[config.mk]
export PLATFORM = sky130hd
export DESIGN_NAME = magic_framed_image_stream_parser_top
export DESIGN_NICKNAME = d
export VERILOG_FILES = /design/src/rtl/core/mfisp_pkg.sv /design/src/rtl/core/mfisp_core.sv /design/src/rtl/core/mfisp_out_stage.sv /design/src/rtl/core/magic_framed_image_stream_parser_top.sv
export VERILOG_INCLUDE_DIRS = /design/src /design/src/rtl/core
export SDC_FILE = /design/constraint.sdc
export NUM_CORES = 1
export LEC_CHECK = 0
export BUFFER_PORTS_ARGS = -buffer_cell sky130_fd_sc_hd__clkbuf_2
export CORE_MARGIN = 3
export CORE_UTILIZATION = 45
export CTS_CLUSTER_DIAMETER = 50
export DETAILED_ROUTE_END_ITERATION = 6
export PLACE_DENSITY = 0.71
export SYNTH_ARGS = -nofsm -noshare
export SYNTH_HDL_FRONTEND = slang
export SYNTH_SLANG_ARGS = --single-unit
[constraint.sdc]
create_clock -name clk -period 23.6 [get_ports clk]
set_input_delay 2.36 -clock clk [delete_from_list [all_inputs] [get_ports clk]]
set_output_delay 2.36 -clock clk [all_outputs]
set_load 0.03 [all_outputs]
[src/rtl/core/assert_macros.svh]
// Assertion macros shared by the parser modules.
`ifndef ASSERT_MACROS_SVH
`define ASSERT_MACROS_SVH

`ifndef SYNTHESIS
`define MFISP_ASSERT(lbl, clk, rstn, prop) \
  lbl: assert property (@(posedge clk) disable iff (!rstn) prop) \
    else $error("mfisp assertion failed");
`define MFISP_ASSERT_ALWAYS(lbl, clk, prop) \
  lbl: assert property (@(posedge clk) prop) \
    else $error("mfisp assertion failed");
`else
`define MFISP_ASSERT(lbl, clk, rstn, prop)
`define MFISP_ASSERT_ALWAYS(lbl, clk, prop)
`endif

`endif

[src/rtl/core/mfisp_pkg.sv]
// Types and constants for the framed image stream parser.
`timescale 1ns / 1ps
`default_nettype none

package mfisp_pkg;

  localparam logic [31:0] MAGIC_IMAGE     = 32'h5653_544A;
  localparam logic [31:0] MAGIC_STATE     = 32'h5653_5453;
  localparam logic [2:0]  HEADER_LAST_IDX = 3'd6;
  localparam logic [2:0]  WINDOW_FULL     = 3'd4;
  localparam logic [15:0] GAP_RESET       = 16'd500;

  localparam logic [2:0] HIDX_STATUS = 3'd0;
  localparam logic [2:0] HIDX_CLASS  = 3'd1;
  localparam logic [2:0] HIDX_CONF   = 3'd2;
  localparam logic [2:0] HIDX_LEN1   = 3'd4;
  localparam logic [2:0] HIDX_LEN2   = 3'd5;
  localparam logic [2:0] HIDX_LEN3   = 3'd6;

  typedef enum logic [3:0] {
    PH_HUNT   = 4'b0001,
    PH_SKIP   = 4'b0010,
    PH_HEADER = 4'b0100,
    PH_DATA   = 4'b1000
  } phase_t;

  typedef struct packed {
    logic        frame_start;
    logic        frame_accepted;
    logic [7:0]  frame_status;
    logic [7:0]  frame_class;
    logic [7:0]  frame_confidence;
    logic [31:0] frame_length;
    logic [31:0] frame_count;
    logic        payload_valid;
    logic        payload_last;
    logic [7:0]  payload_byte;
  } result_t;

endpackage

`default_nettype wire

[src/rtl/core/mfisp_core.sv]
// Parser state registers and the single-pass next-state and result logic.
`timescale 1ns / 1ps
`default_nettype none
`include "assert_macros.svh"

module mfisp_core import mfisp_pkg::*; (
  input  wire logic        clk,
  input  wire logic        rst_n,
  input  wire logic        push,
  input  wire logic        action,
  input  wire logic [7:0]  data_byte,
  input  wire logic        cfg_wr_en,
  input  wire logic [15:0] cfg_wr_data,
  output result_t          res
);

  logic [15:0] gap_r;
  logic [31:0] window_r, window_nxt;
  logic [2:0]  fill_r, fill_nxt;
  phase_t      phase_r, phase_nxt;
  logic [2:0]  hidx_r, hidx_nxt;
  logic [7:0]  status_r, status_nxt;
  logic [7:0]  class_r, class_nxt;
  logic [7:0]  conf_r, conf_nxt;
  logic [31:0] len_r, len_nxt;
  logic [31:0] remain_r, remain_nxt;
  logic        acc_r, acc_nxt;
  logic [31:0] time_r, time_nxt;
  logic [31:0] last_r, last_nxt;
  logic [31:0] count_r, count_nxt;
  logic [31:0] elapsed;
  logic        start, pvalid, plast;
  logic [7:0]  pbyte;

  assign elapsed = time_r - last_r;

  always_comb begin
    window_nxt = window_r;
    fill_nxt   = fill_r;
    phase_nxt  = phase_r;
    hidx_nxt   = hidx_r;
    status_nxt = status_r;
    class_nxt  = class_r;
    conf_nxt   = conf_r;
    len_nxt    = len_r;
    remain_nxt = remain_r;
    acc_nxt    = acc_r;
    time_nxt   = time_r;
    last_nxt   = last_r;
    count_nxt  = count_r;
    start      = 1'b0;
    pvalid     = 1'b0;
    plast      = 1'b0;
    pbyte      = 8'd0;
    if (push) begin
      if (action) begin
        time_nxt = time_r + 32'd1;
      end else begin
        case (phase_r)
          PH_SKIP: begin
            phase_nxt = PH_HUNT;
          end
          PH_HEADER: begin
            case (hidx_r)
              HIDX_STATUS: status_nxt     = data_byte;
              HIDX_CLASS:  class_nxt      = data_byte;
              HIDX_CONF:   conf_nxt       = data_byte;
              HIDX_LEN1:   len_nxt[15:8]  = data_byte;
              HIDX_LEN2:   len_nxt[23:16] = data_byte;
              HIDX_LEN3:   len_nxt[31:24] = data_byte;
              default:     len_nxt[7:0]   = data_byte;
            endcase
            if (hidx_r == HEADER_LAST_IDX) begin
              hidx_nxt = 3'd0;
              start    = 1'b1;
              if (elapsed < {16'd0, gap_r}) begin
                acc_nxt = 1'b0;
              end else begin
                acc_nxt   = 1'b1;
                last_nxt  = time_r;
                count_nxt = count_r + 32'd1;
              end
              remain_nxt = len_nxt;
              phase_nxt  = (len_nxt == 32'd0) ? PH_HUNT : PH_DATA;
            end else begin
              hidx_nxt = hidx_r + 3'd1;
            end
          end
          PH_DATA: begin
            pvalid = 1'b1;
            pbyte  = data_byte;
            if (remain_r <= 32'd1) begin
              plast      = 1'b1;
              remain_nxt = 32'd0;
              phase_nxt  = PH_HUNT;
            end else begin
              remain_nxt = remain_r - 32'd1;
            end
          end
          default: begin
            window_nxt = {window_r[23:0], data_byte};
            if (fill_r < WINDOW_FULL) begin
              fill_nxt = fill_r + 3'd1;
            end
            if (fill_nxt == WINDOW_FULL) begin
              if (window_nxt == MAGIC_STATE) begin
                phase_nxt = PH_SKIP;
              end else if (window_nxt == MAGIC_IMAGE) begin
                phase_nxt = PH_HEADER;
                hidx_nxt  = 3'd0;
                len_nxt   = 32'd0;
              end
            end
          end
        endcase
      end
    end
  end

  always_ff @(posedge clk) begin
    if (!rst_n) begin
      gap_r    <= GAP_RESET;
      window_r <= 32'd0;
      fill_r   <= 3'd0;
      phase_r  <= PH_HUNT;
      hidx_r   <= 3'd0;
      status_r <= 8'd0;
      class_r  <= 8'd0;
      conf_r   <= 8'd0;
      len_r    <= 32'd0;
      remain_r <= 32'd0;
      acc_r    <= 1'b0;
      time_r   <= 32'd0;
      last_r   <= 32'd0;
      count_r  <= 32'd0;
    end else begin
      if (cfg_wr_en) begin
        gap_r <= cfg_wr_data;
      end
      window_r <= window_nxt;
      fill_r   <= fill_nxt;
      phase_r  <= phase_nxt;
      hidx_r   <= hidx_nxt;
      status_r <= status_nxt;
      class_r  <= class_nxt;
      conf_r   <= conf_nxt;
      len_r    <= len_nxt;
      remain_r <= remain_nxt;
      acc_r    <= acc_nxt;
      time_r   <= time_nxt;
      last_r   <= last_nxt;
      count_r  <= count_nxt;
    end
  end

  always_comb begin
    res.frame_start      = start;
    res.frame_accepted   = acc_nxt;
    res.frame_status     = status_nxt;
    res.frame_class      = class_nxt;
    res.frame_confidence = conf_nxt;
    res.frame_length     = len_nxt;
    res.frame_count      = count_nxt;
    res.payload_valid    = pvalid;
    res.payload_last     = plast;
    res.payload_byte     = pbyte;
  end

  `MFISP_ASSERT(a_start_no_payload, clk, rst_n, start |-> !pvalid)
  `MFISP_ASSERT(a_last_in_payload, clk, rst_n, plast |-> pvalid && (phase_nxt == PH_HUNT))
  `MFISP_ASSERT(a_skip_one_byte, clk, rst_n,
    (push && !action && (phase_r == PH_SKIP)) |=> (phase_r == PH_HUNT))
  `MFISP_ASSERT(a_count_on_accept, clk, rst_n,
    (count_nxt != count_r) |-> (start && acc_nxt))

endmodule

`default_nettype wire

[src/rtl/core/mfisp_out_stage.sv]
// Result register with a skid entry so a new request is taken while a result waits.
`timescale 1ns / 1ps
`default_nettype none
`include "assert_macros.svh"

module mfisp_out_stage import mfisp_pkg::*; (
  input  wire logic clk,
  input  wire logic rst_n,
  input  wire logic push,
  input  result_t   push_res,
  output logic      full,
  output logic      out_valid,
  input  wire logic out_stall,
  output result_t   out_res
);

  logic    out_valid_r;
  logic    skid_valid_r;
  result_t out_r;
  result_t skid_r;
  logic    pop;

  assign pop       = out_valid_r && !out_stall;
  assign full      = skid_valid_r;
  assign out_valid = out_valid_r;
  assign out_res   = out_r;

  always_ff @(posedge clk) begin
    if (!rst_n) begin
      out_valid_r  <= 1'b0;
      skid_valid_r <= 1'b0;
    end else if (skid_valid_r) begin
      if (pop) begin
        skid_valid_r <= 1'b0;
      end
    end else if (push) begin
      if (!out_valid_r || pop) begin
        out_valid_r <= 1'b1;
      end else begin
        skid_valid_r <= 1'b1;
      end
    end else if (pop) begin
      out_valid_r <= 1'b0;
    end
  end

  always_ff @(posedge clk) begin
    if (skid_valid_r) begin
      if (pop) begin
        out_r <= skid_r;
      end
    end else if (push) begin
      if (!out_valid_r || pop) begin
        out_r <= push_res;
      end else begin
        skid_r <= push_res;
      end
    end
  end

  `MFISP_ASSERT(a_skid_needs_out, clk, rst_n, skid_valid_r |-> out_valid_r)
  `MFISP_ASSERT(a_skid_held, clk, rst_n,
    (skid_valid_r && !pop) |=> (skid_valid_r && $stable(skid_r)))
  `MFISP_ASSERT(a_out_held, clk, rst_n,
    (out_valid_r && out_stall) |=> (out_valid_r && $stable(out_r)))

endmodule

`default_nettype wire

[src/rtl/core/magic_framed_image_stream_parser_top.sv]
// Top level of the framed image stream parser.
// Each result is registered in out_r, or in skid_r while an earlier result waits.
// Throughput: one request per cycle while in_stall is low, set by the single-pass parser.
// The two-entry result stage keeps input taking requests while one result waits.
// Reset (rst_n low, synchronous) clears all parser state and sets the gap to 500 actions.
`timescale 1ns / 1ps
`default_nettype none

module magic_framed_image_stream_parser_top import mfisp_pkg::*; (
  input  wire logic        clk,
  input  wire logic        rst_n,
  input  wire logic        in_valid,
  output logic             in_stall,
  input  wire logic        in_action,
  input  wire logic [7:0]  in_data_byte,
  output logic             out_valid,
  input  wire logic        out_stall,
  output logic             out_frame_start,
  output logic             out_frame_accepted,
  output logic [7:0]       out_frame_status,
  output logic [7:0]       out_frame_class,
  output logic [7:0]       out_frame_confidence,
  output logic [31:0]      out_frame_length,
  output logic [31:0]      out_frame_count,
  output logic             out_payload_valid,
  output logic             out_payload_last,
  output logic [7:0]       out_payload_byte,
  input  wire logic        cfg_wr_en,
  input  wire logic [15:0] cfg_wr_data
);

  logic    push;
  logic    full;
  result_t core_res;
  result_t out_res;

  assign in_stall = full;
  assign push     = in_valid && !full;

  mfisp_core u_core (
    .clk         (clk),
    .rst_n       (rst_n),
    .push        (push),
    .action      (in_action),
    .data_byte   (in_data_byte),
    .cfg_wr_en   (cfg_wr_en),
    .cfg_wr_data (cfg_wr_data),
    .res         (core_res)
  );

  mfisp_out_stage u_out (
    .clk       (clk),
    .rst_n     (rst_n),
    .push      (push),
    .push_res  (core_res),
    .full      (full),
    .out_valid (out_valid),
    .out_stall (out_stall),
    .out_res   (out_res)
  );

  assign out_frame_start      = out_res.frame_start;
  assign out_frame_accepted   = out_res.frame_accepted;
  assign out_frame_status     = out_res.frame_status;
  assign out_frame_class      = out_res.frame_class;
  assign out_frame_confidence = out_res.frame_confidence;
  assign out_frame_length     = out_res.frame_length;
  assign out_frame_count      = out_res.frame_count;
  assign out_payload_valid    = out_res.payload_valid;
  assign out_payload_last     = out_res.payload_last;
  assign out_payload_byte     = out_res.payload_byte;

endmodule

`default_nettype wire
Word-level counts from Yosys, hierarchy flattened
Index checks and enable logic that the tools add are counted.
{"block": "op_classes", "n_eq_ne": 16, "bitwise_logic": 6, "magnitude_cmp": 3, "muxes": 84, "n_addsub": 6, "n_reduce_logical": 28}
{"cell": "100-bit 2-to-1 mux", "n": 4}
{"cell": "32-bit 2-to-1 mux", "n": 12}
{"cell": "8-bit 2-to-1 mux", "n": 30}
{"cell": "32-bit one-hot mux with 2 select lines", "n": 2}
{"cell": "32-bit by 1-bit adder with 32-bit output (second input constant)", "n": 2}
{"cell": "32-bit by 31-bit == test with 1-bit output (second input constant)", "n": 2}
{"cell": "32-bit by 1-bit less-or-equal comparator with 1-bit output (second input constant)", "n": 1}
{"cell": "32-bit logical NOT", "n": 1}
{"cell": "32-bit by 16-bit < comparator with 1-bit output", "n": 1}
{"cell": "32-bit by 1-bit subtractor with 32-bit output (second input constant)", "n": 1}
{"cell": "32-bit subtractor", "n": 1}
{"cell": "3-bit 2-to-1 mux", "n": 8}
{"cell": "4-bit 2-to-1 mux", "n": 6}
{"cell": "1-bit 2-to-1 mux", "n": 20}
{"cell": "3-bit == test (second input constant)", "n": 4}
{"cell": "4-bit one-hot mux with 3 select lines", "n": 1}
{"cell": "3-bit AND reduction", "n": 4}
{"cell": "6-bit AND reduction", "n": 2}
{"cell": "2-bit nonzero test", "n": 6}
{"cell": "3-bit by 1-bit adder with 3-bit output (second input constant)", "n": 2}
{"cell": "2-bit by 1-bit != test with 1-bit output (second input constant)", "n": 3}
{"cell": "1-bit inverter", "n": 6}
{"cell": "3-bit one-hot mux with 2 select lines", "n": 1}
{"cell": "6-bit OR reduction", "n": 1}
{"cell": "other kinds (18)", "n": 22}
{"block": "totals", "wordCells": 179, "out_inout_bits": 102, "in_bits": 30, "regBits": 437}

Longest topological paths before layout
Gate-level depths: netlist (run 1).
{"block": "logic_depth", "ltp_word": 13, "depth_mapped": 24}

Modules after synthesis
From an unflattened synthesis (run 1), not the netlist that was laid out.
{"block": "hier_totals", "cells_unflattened": 2079, "hier_area_um2": 21966.1}
{"mod": "mfisp_core", "cells_each": 1753, "area_per_inst_um2": 14401.3, "instances": 1}
{"mod": "mfisp_out_stage", "cells_each": 325, "area_per_inst_um2": 7551.0, "instances": 1}
{"mod": "magic_framed_image_stream_parser_top", "cells_each": 1, "area_per_inst_um2": 13.8, "instances": 1}

Worst setup path after synthesis (run 1)
OpenSTA, ideal clock, no wires.
{"block": "synth_path", "kind": "input to register", "startpoint": "input port out_stall", "endpoint": "register u_out.out_r (netlist bit u_out.out_res[0]), enable pin", "stages": 2, "slack_ns": 13.215, "t_required_ns": 22.888, "arrival_ns": 9.674, "setup_time_ns": 0.712, "path_buffers": 0, "path_cell_list": "nand2_1 > a21boi_0"}
{"block": "synth_between", "elab_chain_cells": 5}
{"item": "from (decl)", "line_no": "magic_framed_image_stream_parser_top.sv:17", "rtl": "input wire logic out_stall,"}
{"item": "1-bit logical NOT (*)", "line_no": "mfisp_out_stage.sv:23", "rtl": "assign pop = out_valid_r && !out_stall;"}
{"item": "1-bit logical AND (*)", "line_no": "mfisp_out_stage.sv:23"}
{"item": "1-bit logical OR", "line_no": "mfisp_out_stage.sv:53", "rtl": "if (!out_valid_r || pop) begin"}
{"item": "2-bit nonzero test (no line)"}
{"item": "3-bit AND reduction (no line) (*)"}
{"item": "to (signal assigned)", "line_no": "mfisp_out_stage.sv:50", "rtl": "out_r <= skid_r;"}
{"item": "to (signal assigned)", "line_no": "mfisp_out_stage.sv:54", "rtl": "out_r <= push_res;"}
{"item": "to (decl)", "line_no": "mfisp_out_stage.sv:19", "rtl": "result_t out_r;"}
Mark *: on every way between the ends. The rest lies on a longest branch, timed or not.
A chain may end at the register's enable or synchronous reset.

==> results of run 1 <==
## registers in the layout, indices dropped and copies added, names as in the netlist
name / count
u_out.out_res: 100
u_out.skid_r: 100
u_core.count_r: 32
u_core.last_r: 32
u_core.len_r: 32
u_core.remain_r: 32
u_core.time_r: 32
u_core.window_r: 24
u_core.gap_r: 16
u_core.class_r: 8
u_core.conf_r: 8
u_core.status_r: 8
u_core.phase_r: 4
u_core.fill_r: 3
u_core.hidx_r: 3
u_core.acc_r: 1
u_out.full: 1
u_out.out_valid: 1
## synthesized netlist by cell type (all sizes together), types with 15 or more instances
master    n
and2     83
nor4     31
nor2    152
buf      29
a22oi    21
nand3    69
nand2   210
or4      20
nand4    36
and3     17
o211ai   18
clkbuf  103
edfxtp  200
xnor2    23
nand2b   15
a21oi   171
a22o     32
dfxtp   237
o31ai    17
o21ai   132
mux2     99
or3      23
o21a     17
a31oi    22
mux2i    39
ha       51
inv      68
nor3     37
xor2     29
## cell type report
type / count / share of cell area
Tap cell: 600 / 0.0315
Sequential cell: 437 / 0.451
Inverter: 68 / 0.0109
Timing Repair Buffer: 153 / 0.0345
Multi-Input combinational cell: 1486 / 0.401
Clock buffer: 65 / 0.0566
Clock inverter: 25 / 0.0139
## stage by stage
step | cells | instance area, µm²
floorplan | 2123 | 21100
CTS | 2834 | 23800
global route | 2834 | 23800
detailed placement | 2744 | 22100
finish | 2834 | 23800
global placement | 2744 | 22100
## where the power goes
part	internal, mW	switching, mW	total, mW	leakage [nW]
registers	0.816	0.00909	0.825	3.71
clock network	0.463	0.316	0.779	0.813
logic	0.0303	0.0950	0.125	4.66
total	1.31	0.421	1.73	9.18
## routing by layer
layer  vias to the layer above  global-route usage
met3                       108              0.0359
li1                       7898                   -
met1                      7853               0.277
met2                       503               0.324
met5                         -                   0
met4                         0              0.0691
## logic make-up (layout without fill, tap and decap cells)
family	Yosys count	after routing	share of synthesized area
AND/OR/NAND/NOR	735	735	0.176
multiplexers	138	138	0.0714
AO/OA/AOI/OAI	509	509	0.152
buffers and inverters	200	311	0.0386
XOR/XNOR	52	52	0.0216
adder cells (fa/ha/maj)	52	52	0.0312
flip-flops	437	437	0.510
## layout by cell type (no fill, tap or decap), types with 10 or more instances in the layout
cell type,synthesis,routed
clkbuf_2,0,131
o21a_1,17,17
o31a_1,13,13
clkbuf_16,0,50
and2_1,81,81
inv_1,68,66
o21ai_0,122,122
a31oi_1,22,22
nand2b_1,15,15
o31ai_1,17,17
nand2_1,210,210
nor3_1,36,36
edfxtp_1,200,200
xor2_1,29,29
nor4_1,29,29
a21oi_1,170,169
nand3_1,69,69
or2_2,10,10
a22o_1,32,32
nor2_1,152,150
o21ai_1,10,10
mux2_2,99,99
ha_1,51,51
dfxtp_1,237,237
mux2i_1,39,39
o211ai_1,17,17
or4_1,13,13
a22oi_1,21,21
o22ai_1,13,13
and3_1,17,16
buf_4,4,22
xnor2_1,23,23
or3_1,23,23
nand4_1,36,36
clkbuf_1,103,11
## worst reg2reg max path, stage by stage, from the launching register on
cell and delay (ns):
dfxtp_1 0.42, inv_1 0.07, ha_1 0.22, fa_1 0.46, nand2b_1 0.19, a21oi_1 0.31, o211a_1 0.26, nor2_1 0.07
xnor2_1 0.16, ha_1 0.20, a21o_1 0.17, a21o_1 0.17, a22o_1 0.17, or4_1 0.41, nor4_1 0.25, nand4_1 0.17
nor4_4 0.56, and3_2 0.67, buf_4 0.53, nor4_1 0.19, or2_2 0.31
## worst max path at each step
stage,end,slack [ns],cells past startpoint
final,u_out.skid_r[34],17.41,20
after global routing,u_out.skid_r[34],17.06,20
after CTS,u_out.skid_r[34],17.50,20
after detailed placement,u_out.out_res[36],17.30,12
after global placement,u_out.out_res[36],17.52,12
after floorplan,u_out.out_res[0],13.21,2
==> impl_metrics.py, run 1 <==
metrics = {
    "layout": {
        "final_nets": 2276,
        "nFillCells": 4033,
        "multi_input_area_mm2": 0.00955,
        "syn_to_final_growth_pct": 13.0,
        "utilization": 0.520,
        "num_antenna_cells": 0,
        "drive_gt1_frac": 0.163,
        "register_area_mm2": 0.0108,
    },
    "clock_tree": {
        "cts.clk_slew.worst_paths_ns": 0.06,
        "htreeDepth": 2,
        "cts_tree": "done",
        "hold_buffers": 0,
        "cts_root_buffer": "clkbuf_16",
        "postCtsSetupBuffers": 0,
        "cts_made_buffers": 48,
        "cts.sinks": 437,
        "clock_path_buffers": 3,
        "worstSkewPairLatency_ns": 0.59,
        "post_cts_resize_count": 0,
    },
    "logic_synthesis": {
        "synth_area_per_cell_um2": 9.93,
        "yosysWarnings": 0,
        "synth_edf_count": 200,
        "synth_flop_cell": "dfxtp_1",
        "synthArstFlopShare": 0,
        "synth-seq-cells": 437,
        "yosysTopAreaCellShare": 0.285,
        "synth.yosys.seq_area_share": 0.510,
        "yosysUniqueCellTypes": 84,
        "synthTopCellsByArea": "edfxtp_1 28%, dfxtp_1 23%, mux2_2 5.3%, a21oi_1 4.0%, nand2_1 3.7%",
        "netlist_area_mm2": 0.0211,
        "syn_inst": 2123,
        "synth_area_leader_cell": "edfxtp_1",
        "syn-num-nets": 2205,
    },
    "power": {
        "power_leakage_nw": 9.18,
        "p_per_area_mw_per_mm2": 72.6,
        "power_mw": 1.73,
        "ir_worst_vdd_mv": 0.0547,
    },
    "critical_path": {
        "crit_chain": "inv_1 > ha_1 > fa_1 > nand2b_1 > a21oi_1 > o211a_1 > nor2_1 > xnor2_1 > ha_1 > a21o_1 > a21o_1 > a22o_1 > or4_1 > nor4_1 > nand4_1 > nor4_4 > and3_2 > buf_4 > nor4_1 > or2_2",
        "worstReg2RegEnd": "u_out.skid_r[34]",
        "setup.worst_path.start_class": "flop",
        "cpMaxStageDelayCell": "and3_2",
        "path_class": "reg -> reg",
        "r2r_cells": 20,
        "rrSetupSlack_ns": 17.41,
        "cp_num_buf_inv": 2,
        "critical_path.startpoint": "u_core.time_r[0]",
        "cp_max_fo": 50,
        "crit_family": "simple AND/OR/NAND/NOR gates",
        "cp-end-kind": "flop",
        "r2r_start": "u_core.time_r[0]",
        "worst_path_largest_cell_delay_ns": 0.66,
        "crit_arrival_ns": 6.53,
        "required_ns": 23.94,
    },
    "hold_path": {
        "min_to": "u_core.window_r[21]",
        "worstHoldPathCells": 2,
        "min_from": "u_core.window_r[21]",
        "hold_class": "reg -> reg",
    },
    "detailed_routing": {
        "firstDrtPassIters": 5,
        "met3_length_um": 3140,
        "drc": 0,
        "via_per_inst": 5.77,
        "vias": 16400,
        "route.met2.wl_um": 23400,
        "wl_um": 51600,
        "wl_per_cell_um": 18.2,
        "routed.top_layer": "met4",
        "ant_nets": 0,
        "met1_length_um": 23600,
        "drt_iter0_drc": 1361,
    },
    "global_routing": {
        "overflow": 0,
        "grt_max_degree": 100,
        "grt_pass1_wl_um": 83300,
        "antenna_found_initial": 0,
        "grt_usage": 0.202,
        "grt_pass1_vias": 15900,
    },
    "timing": {
        "worst_pin_slew_ns": 1.14,
        "setup_ws_ns": 17.41,
        "drv_slew": 0,
        "setup_tns_ns": 0,
        "fin_crit_sh": 0.262,
        "rsz0062_at_grt": "no",
        "worst_clock_skew_ns": 0.0235,
        "relSlewSlack": 0.232,
        "timing_hold_violations_final": 0,
        "setup_viol": 0,
        "period_needed_ns": 6.19,
        "fmax_ghz": 0.162,
        "whs_ns": 0.461,
    },
    "flow_run": {
        "maxCapViolations": 0,
    },
    "placed_design": {
        "pre_cts_slack_ns": 17.30,
        "gp_congestion": 0.928,
        "io_buffers": 131,
        "hpwl_um": 33800,
    },
    "floorplan": {
        "start_util": 0.460,
        "die_h_um": 222,
        "io_pins": 132,
        "core_region_area_mm2": 0.0458,
        "die_area_mm2": 0.0495,
        "row_count": 78,
        "die_width_um": 222,
    },
    "run_status": {
        "status": "finished clean",
    },
}
(Power assumes the default switching activity.)
==> run 2: changes to the inputs <==
clock period = 6 ns   (was 23.6 ns; I/O delays follow)
==> impl_metrics.py, run 2 (synthesized netlist as in run 1, its figures left out) <==
metrics = {
    "run_status": {
        "status": "finished clean",
    },
    "detailed_routing": {
        "drt_iter0_drc": 1647,
        "drc": 0,
        "via_per_inst": 5.82,
        "wl_um": 52400,
        "ant_nets": 0,
        "wl_per_cell_um": 18.4,
        "firstDrtPassIters": 6,
        "vias": 16500,
    },
    "critical_path": {
        "cp-end-kind": "flop",
        "worst_path_largest_cell_delay_ns": 0.59,
        "crit_chain": "inv_1 > ha_1 > fa_1 > nand2b_1 > a21oi_1 > o211a_1 > nor2_1 > xnor2_1 > ha_1 > a21o_1 > a21o_1 > a22o_1 > or4_1 > nor4_1 > nand4_1 > nor4_4 > and3_2 > buf_4 > o21ai_0 > a21oi_1",
        "r2r_cells": 20,
        "path_class": "reg -> reg",
        "cpMaxStageDelayCell": "and3_2",
        "crit_arrival_ns": 5.80,
        "cp.depth": 20,
        "required_ns": 6.48,
        "cp_num_buf_inv": 2,
        "cp_max_fo": 32,
        "setup.worst_path.start_class": "flop",
        "crit_family": "simple AND/OR/NAND/NOR gates",
    },
    "clock_tree": {
        "hold_buffers": 0,
        "htreeDepth": 2,
        "cts.clk_slew.worst_paths_ns": 0.05,
        "worstSkewPairLatency_ns": 0.58,
        "postCtsSetupBuffers": 0,
        "cts_tree": "done",
        "cts.sinks": 437,
        "clock_path_buffers": 3,
        "post_cts_resize_count": 0,
        "cts_root_buffer": "clkbuf_16",
        "cts_made_buffers": 48,
    },
    "timing": {
        "rsz0062_at_grt": "no",
        "period_needed_ns": 5.32,
        "fin_crit_sh": 0.887,
        "relSlewSlack": 0.237,
        "drv_slew": 0,
        "setup_ws_ns": 0.678,
        "timing_hold_violations_final": 0,
        "worst_pin_slew_ns": 1.14,
        "setup_viol": 0,
        "fmax_ghz": 0.188,
        "setup_tns_ns": 0,
        "worst_clock_skew_ns": 0.0285,
    },
    "power": {
        "power_leakage_nw": 9.17,
        "p_sw_frac": 0.242,
        "clkPwrFrac": 0.437,
        "p_comb_frac": 0.077,
        "p_per_area_mw_per_mm2": 281,
        "power_switching_mw": 1.62,
        "p_int_mw": 5.07,
        "ir_worst_vdd_mv": 0.208,
        "pwr-share-seq": 0.486,
    },
    "floorplan": {
        "core_region_area_mm2": 0.0458,
        "die_area_mm2": 0.0495,
        "row_count": 78,
        "start_util": 0.460,
        "die_width_um": 222,
        "die_h_um": 222,
        "io_pins": 132,
    },
    "global_routing": {
        "grt_usage": 0.207,
        "antenna_found_initial": 2,
        "grt_pass1_wl_um": 84900,
        "grt_max_degree": 107,
        "overflow": 0,
        "grt_pass1_vias": 16100,
    },
    "layout": {
        "final_nets": 2285,
        "syn_to_final_growth_pct": 12.9,
        "final_cell_mix": "237 x dfxtp_1, 210 x nand2_1, 200 x edfxtp_1",
        "layout_commonest_cell": "dfxtp_1",
        "drive_gt1_frac": 0.164,
        "postLayoutCellArea_mm2": 0.0238,
        "nFillCells": 4017,
        "register_area_mm2": 0.0108,
        "multi_input_area_mm2": 0.00955,
    },
    "placed_design": {
        "pre_cts_slack_ns": 0.700,
        "dpl_cell_area_mm2": 0.0222,
        "io_buffers": 131,
        "gp_congestion": 0.898,
        "hpwl_um": 34700,
    },
    "flow_run": {
        "maxCapViolations": 0,
    },
    "hold_path": {
        "hold_class": "in -> reg",
        "worstHoldPathCells": 3,
    },
}
## run 2: power by group through the flow
stage | registers [mW] | logic (mW) | clock network, mW
after CTS | 3.25 | 0.518 | 2.98
after global placement | 3.31 | 0.510 | 0
after floorplan | 3.42 | 0.240 | 0
final | 3.25 | 0.516 | 2.92
after detailed placement | 3.31 | 0.516 | 0
after global routing | 3.25 | 0.552 | 3.09
## run 2: per-stage QoR
stage           util  instances  power (mW)  hold slack (ns)
5_1_grt        0.520       2843        6.89            0.255
3_3_place_gp   0.486       2753        3.82            0.442
6_report       0.520       2843        6.68            0.250
4_1_cts        0.520       2842        6.74            0.221
2_1_floorplan      -       2123        3.66            0.432
3_5_place_dp   0.486       2753        3.83            0.449
## run 2: worst register-to-register path, stage by stage, from the launching register on
cell and delay, ns:
dfxtp_1 0.41, inv_1 0.07, ha_1 0.22, fa_1 0.47, nand2b_1 0.19, a21oi_1 0.29
o211a_1 0.26, nor2_1 0.08, xnor2_1 0.16, ha_1 0.20, a21o_1 0.17, a21o_1 0.17
a22o_1 0.18, or4_1 0.39, nor4_1 0.23, nand4_1 0.17, nor4_4 0.25, and3_2 0.59
buf_4 0.40, o21ai_0 0.16, a21oi_1 0.18
## run 2: area by class of cell
type,count,area share
Sequential cell,437,0.452
Multi-Input combinational cell,1486,0.402
Clock buffer,73,0.0575
Timing Repair Buffer,162,0.0384
Tap cell,600,0.0316
Inverter,68,0.0109
Clock inverter,16,0.00815
Antenna cell,1,0.000105
## run 2: worst paths after layout
path | from | end | slack [ns]
setup reg to reg | u_core.time_r[0] | u_core.last_r[7] | 0.68
hold reg to reg | u_core.window_r[19] | u_core.window_r[19] | 0.46
setup / recovery | u_core.time_r[0] | u_core.last_r[7] | 0.68
hold / removal | cfg_wr_data[4] | u_core.gap_r[4] | 0.25
## run 2: metal layers
metal	vias to the layer above	global-route usage	share of wire
met2	504	0.337	0.46
li1	7915	-	-
met1	8006	0.278	0.44
met3	117	0.0398	0.066
met5	-	0	0.00025
met4	2	0.0667	0.028
==> run 3: changes to the inputs <==
clock period = 5.9 ns   (was 6 ns; I/O delays follow)
==> impl_metrics.py, run 3 (synthesized netlist as in run 1, its figures left out) <==
metrics = {
    "run_status": {
        "status": "finished clean",
    },
    "clock_tree": {
        "cts.sinks": 437,
        "cts_made_buffers": 47,
        "worstSkewPairLatency_ns": 0.58,
        "hold_buffers": 0,
        "htreeDepth": 2,
        "clock_path_buffers": 3,
        "postCtsSetupBuffers": 0,
        "post_cts_resize_count": 0,
        "cts_root_buffer": "clkbuf_16",
        "cts_tree": "done",
        "cts.clk_slew.worst_paths_ns": 0.06,
    },
    "placed_design": {
        "gp_congestion": 0.931,
        "io_buffers": 131,
        "hpwl_um": 34300,
        "pre_cts_slack_ns": 0.484,
    },
    "layout": {
        "final_nets": 2282,
        "final_cell_mix": "237 x dfxtp_1, 210 x nand2_1, 200 x edfxtp_1",
        "drive_gt1_frac": 0.166,
        "layout_commonest_cell": "dfxtp_1",
        "syn_to_final_growth_pct": 12.5,
        "utilization": 0.518,
    },
    "timing": {
        "fmax_ghz": 0.184,
        "relSlewSlack": 0.216,
        "setup_ws_ns": 0.461,
        "drv_slew": 0,
        "timing_hold_violations_final": 0,
        "worst_pin_slew_ns": 1.18,
        "fin_crit_sh": 0.922,
        "rsz0062_at_grt": "no",
        "period_needed_ns": 5.44,
        "setup_tns_ns": 0,
        "setup_viol": 0,
        "worst_clock_skew_ns": 0.0281,
    },
    "critical_path": {
        "cp-end-kind": "flop",
        "cp_max_fo": 22,
        "rrSetupSlack_ns": 0.46,
        "required_ns": 6.18,
        "setup.worst_path.start_class": "flop",
        "crit_arrival_ns": 5.72,
        "path_class": "reg -> reg",
    },
    "power": {
        "power_mw": 6.66,
        "ir_worst_vdd_mv": 0.220,
        "power_leakage_nw": 9.16,
        "p_per_area_mw_per_mm2": 281,
    },
    "floorplan": {
        "start_util": 0.460,
        "core_region_area_mm2": 0.0458,
        "die_h_um": 222,
        "die_area_mm2": 0.0495,
        "row_count": 78,
        "io_pins": 132,
        "die_width_um": 222,
    },
    "global_routing": {
        "antenna_found_initial": 2,
        "grt_max_degree": 100,
        "overflow": 0,
        "grt_usage": 0.202,
        "grt_pass1_wl_um": 82900,
        "grt_pass1_vias": 15800,
    },
    "detailed_routing": {
        "firstDrtPassIters": 5,
        "ant_nets": 0,
        "wl_per_cell_um": 18.2,
        "wl_um": 51600,
        "via_per_inst": 5.80,
        "drc": 0,
        "drt_iter0_drc": 1372,
        "vias": 16500,
    },
    "hold_path": {
        "hold_class": "in -> reg",
    },
    "flow_run": {
        "maxCapViolations": 0,
    },
}
-- run 3: cell count changes in the layout (fill, tap and decap cells not counted), sizes merged --
cell      before  now
clkinv         4   21
clkbuf       204  190
buf           31   29
bufinv         3    1
clkinvlp       3    1
-- run 3: stage by stage --
stage,hold slack [ns],instance area [µm²],std cells
2_1_floorplan,0.432,21100,2123
3_3_place_gp,0.441,22200,2751
3_5_place_dp,0.452,22200,2751
4_1_cts,0.218,23700,2839
5_1_grt,0.230,23700,2840
6_report,0.246,23700,2840
-- run 3: worst max-delay path, stage by stage (launching register included) --
cell      delay, ns
dfxtp_1        0.41
inv_1          0.07
ha_1           0.22
fa_1           0.46
nand2b_1       0.19
a21oi_1        0.28
o211a_1        0.24
nor2_1         0.07
xnor2_1        0.16
ha_1           0.20
a21o_1         0.18
a21o_1         0.17
a22o_1         0.17
or4_1          0.39
nor4_1         0.25
nand4_1        0.17
nor4_4         0.36
and3_2         0.59
buf_4          0.29
or3_1          0.17
a31oi_1        0.10
-- run 3: report_power, final --
part           switching [mW]  internal (mW)  leakage, nW
Clock                    1.23           1.62        0.747
Combinational           0.383          0.132         4.70
Sequential             0.0360           3.26         3.71
-- run 3: area by class of cell --
| class | count | area (µm²) |
|---|---|---|
| inverters | 68 | 260 |
| well taps | 600 | 751 |
| fillers | 4047 | 22100 |
| multi-input cells | 1486 | 9550 |
| repair buffers | 160 | 886 |
| clock buffers | 59 | 1290 |
| clock inverters | 29 | 205 |
| diodes | 1 | 2.50 |
| flip-flops and latches | 437 | 10800 |
-- run 3: final timing paths --
kind                                          start                  end  cells past startpoint
worst max-delay path               u_core.time_r[0]    u_out.out_res[10]                     20
worst max register to register     u_core.time_r[0]    u_out.out_res[10]                     20
worst min-delay path                 cfg_wr_data[8]      u_core.gap_r[8]                      3
worst min register to register  u_core.window_r[22]  u_core.window_r[22]                      2
-- run 3: per-layer routing --
layer / vias up / part of all wire / global-route usage
met4: 2 / 0.027 / 0.0671
met1: 7917 / 0.45 / 0.276
met2: 543 / 0.46 / 0.323
li1: 7904 / - / -
met3: 96 / 0.068 / 0.0377
met5: - / 0.00025 / 0
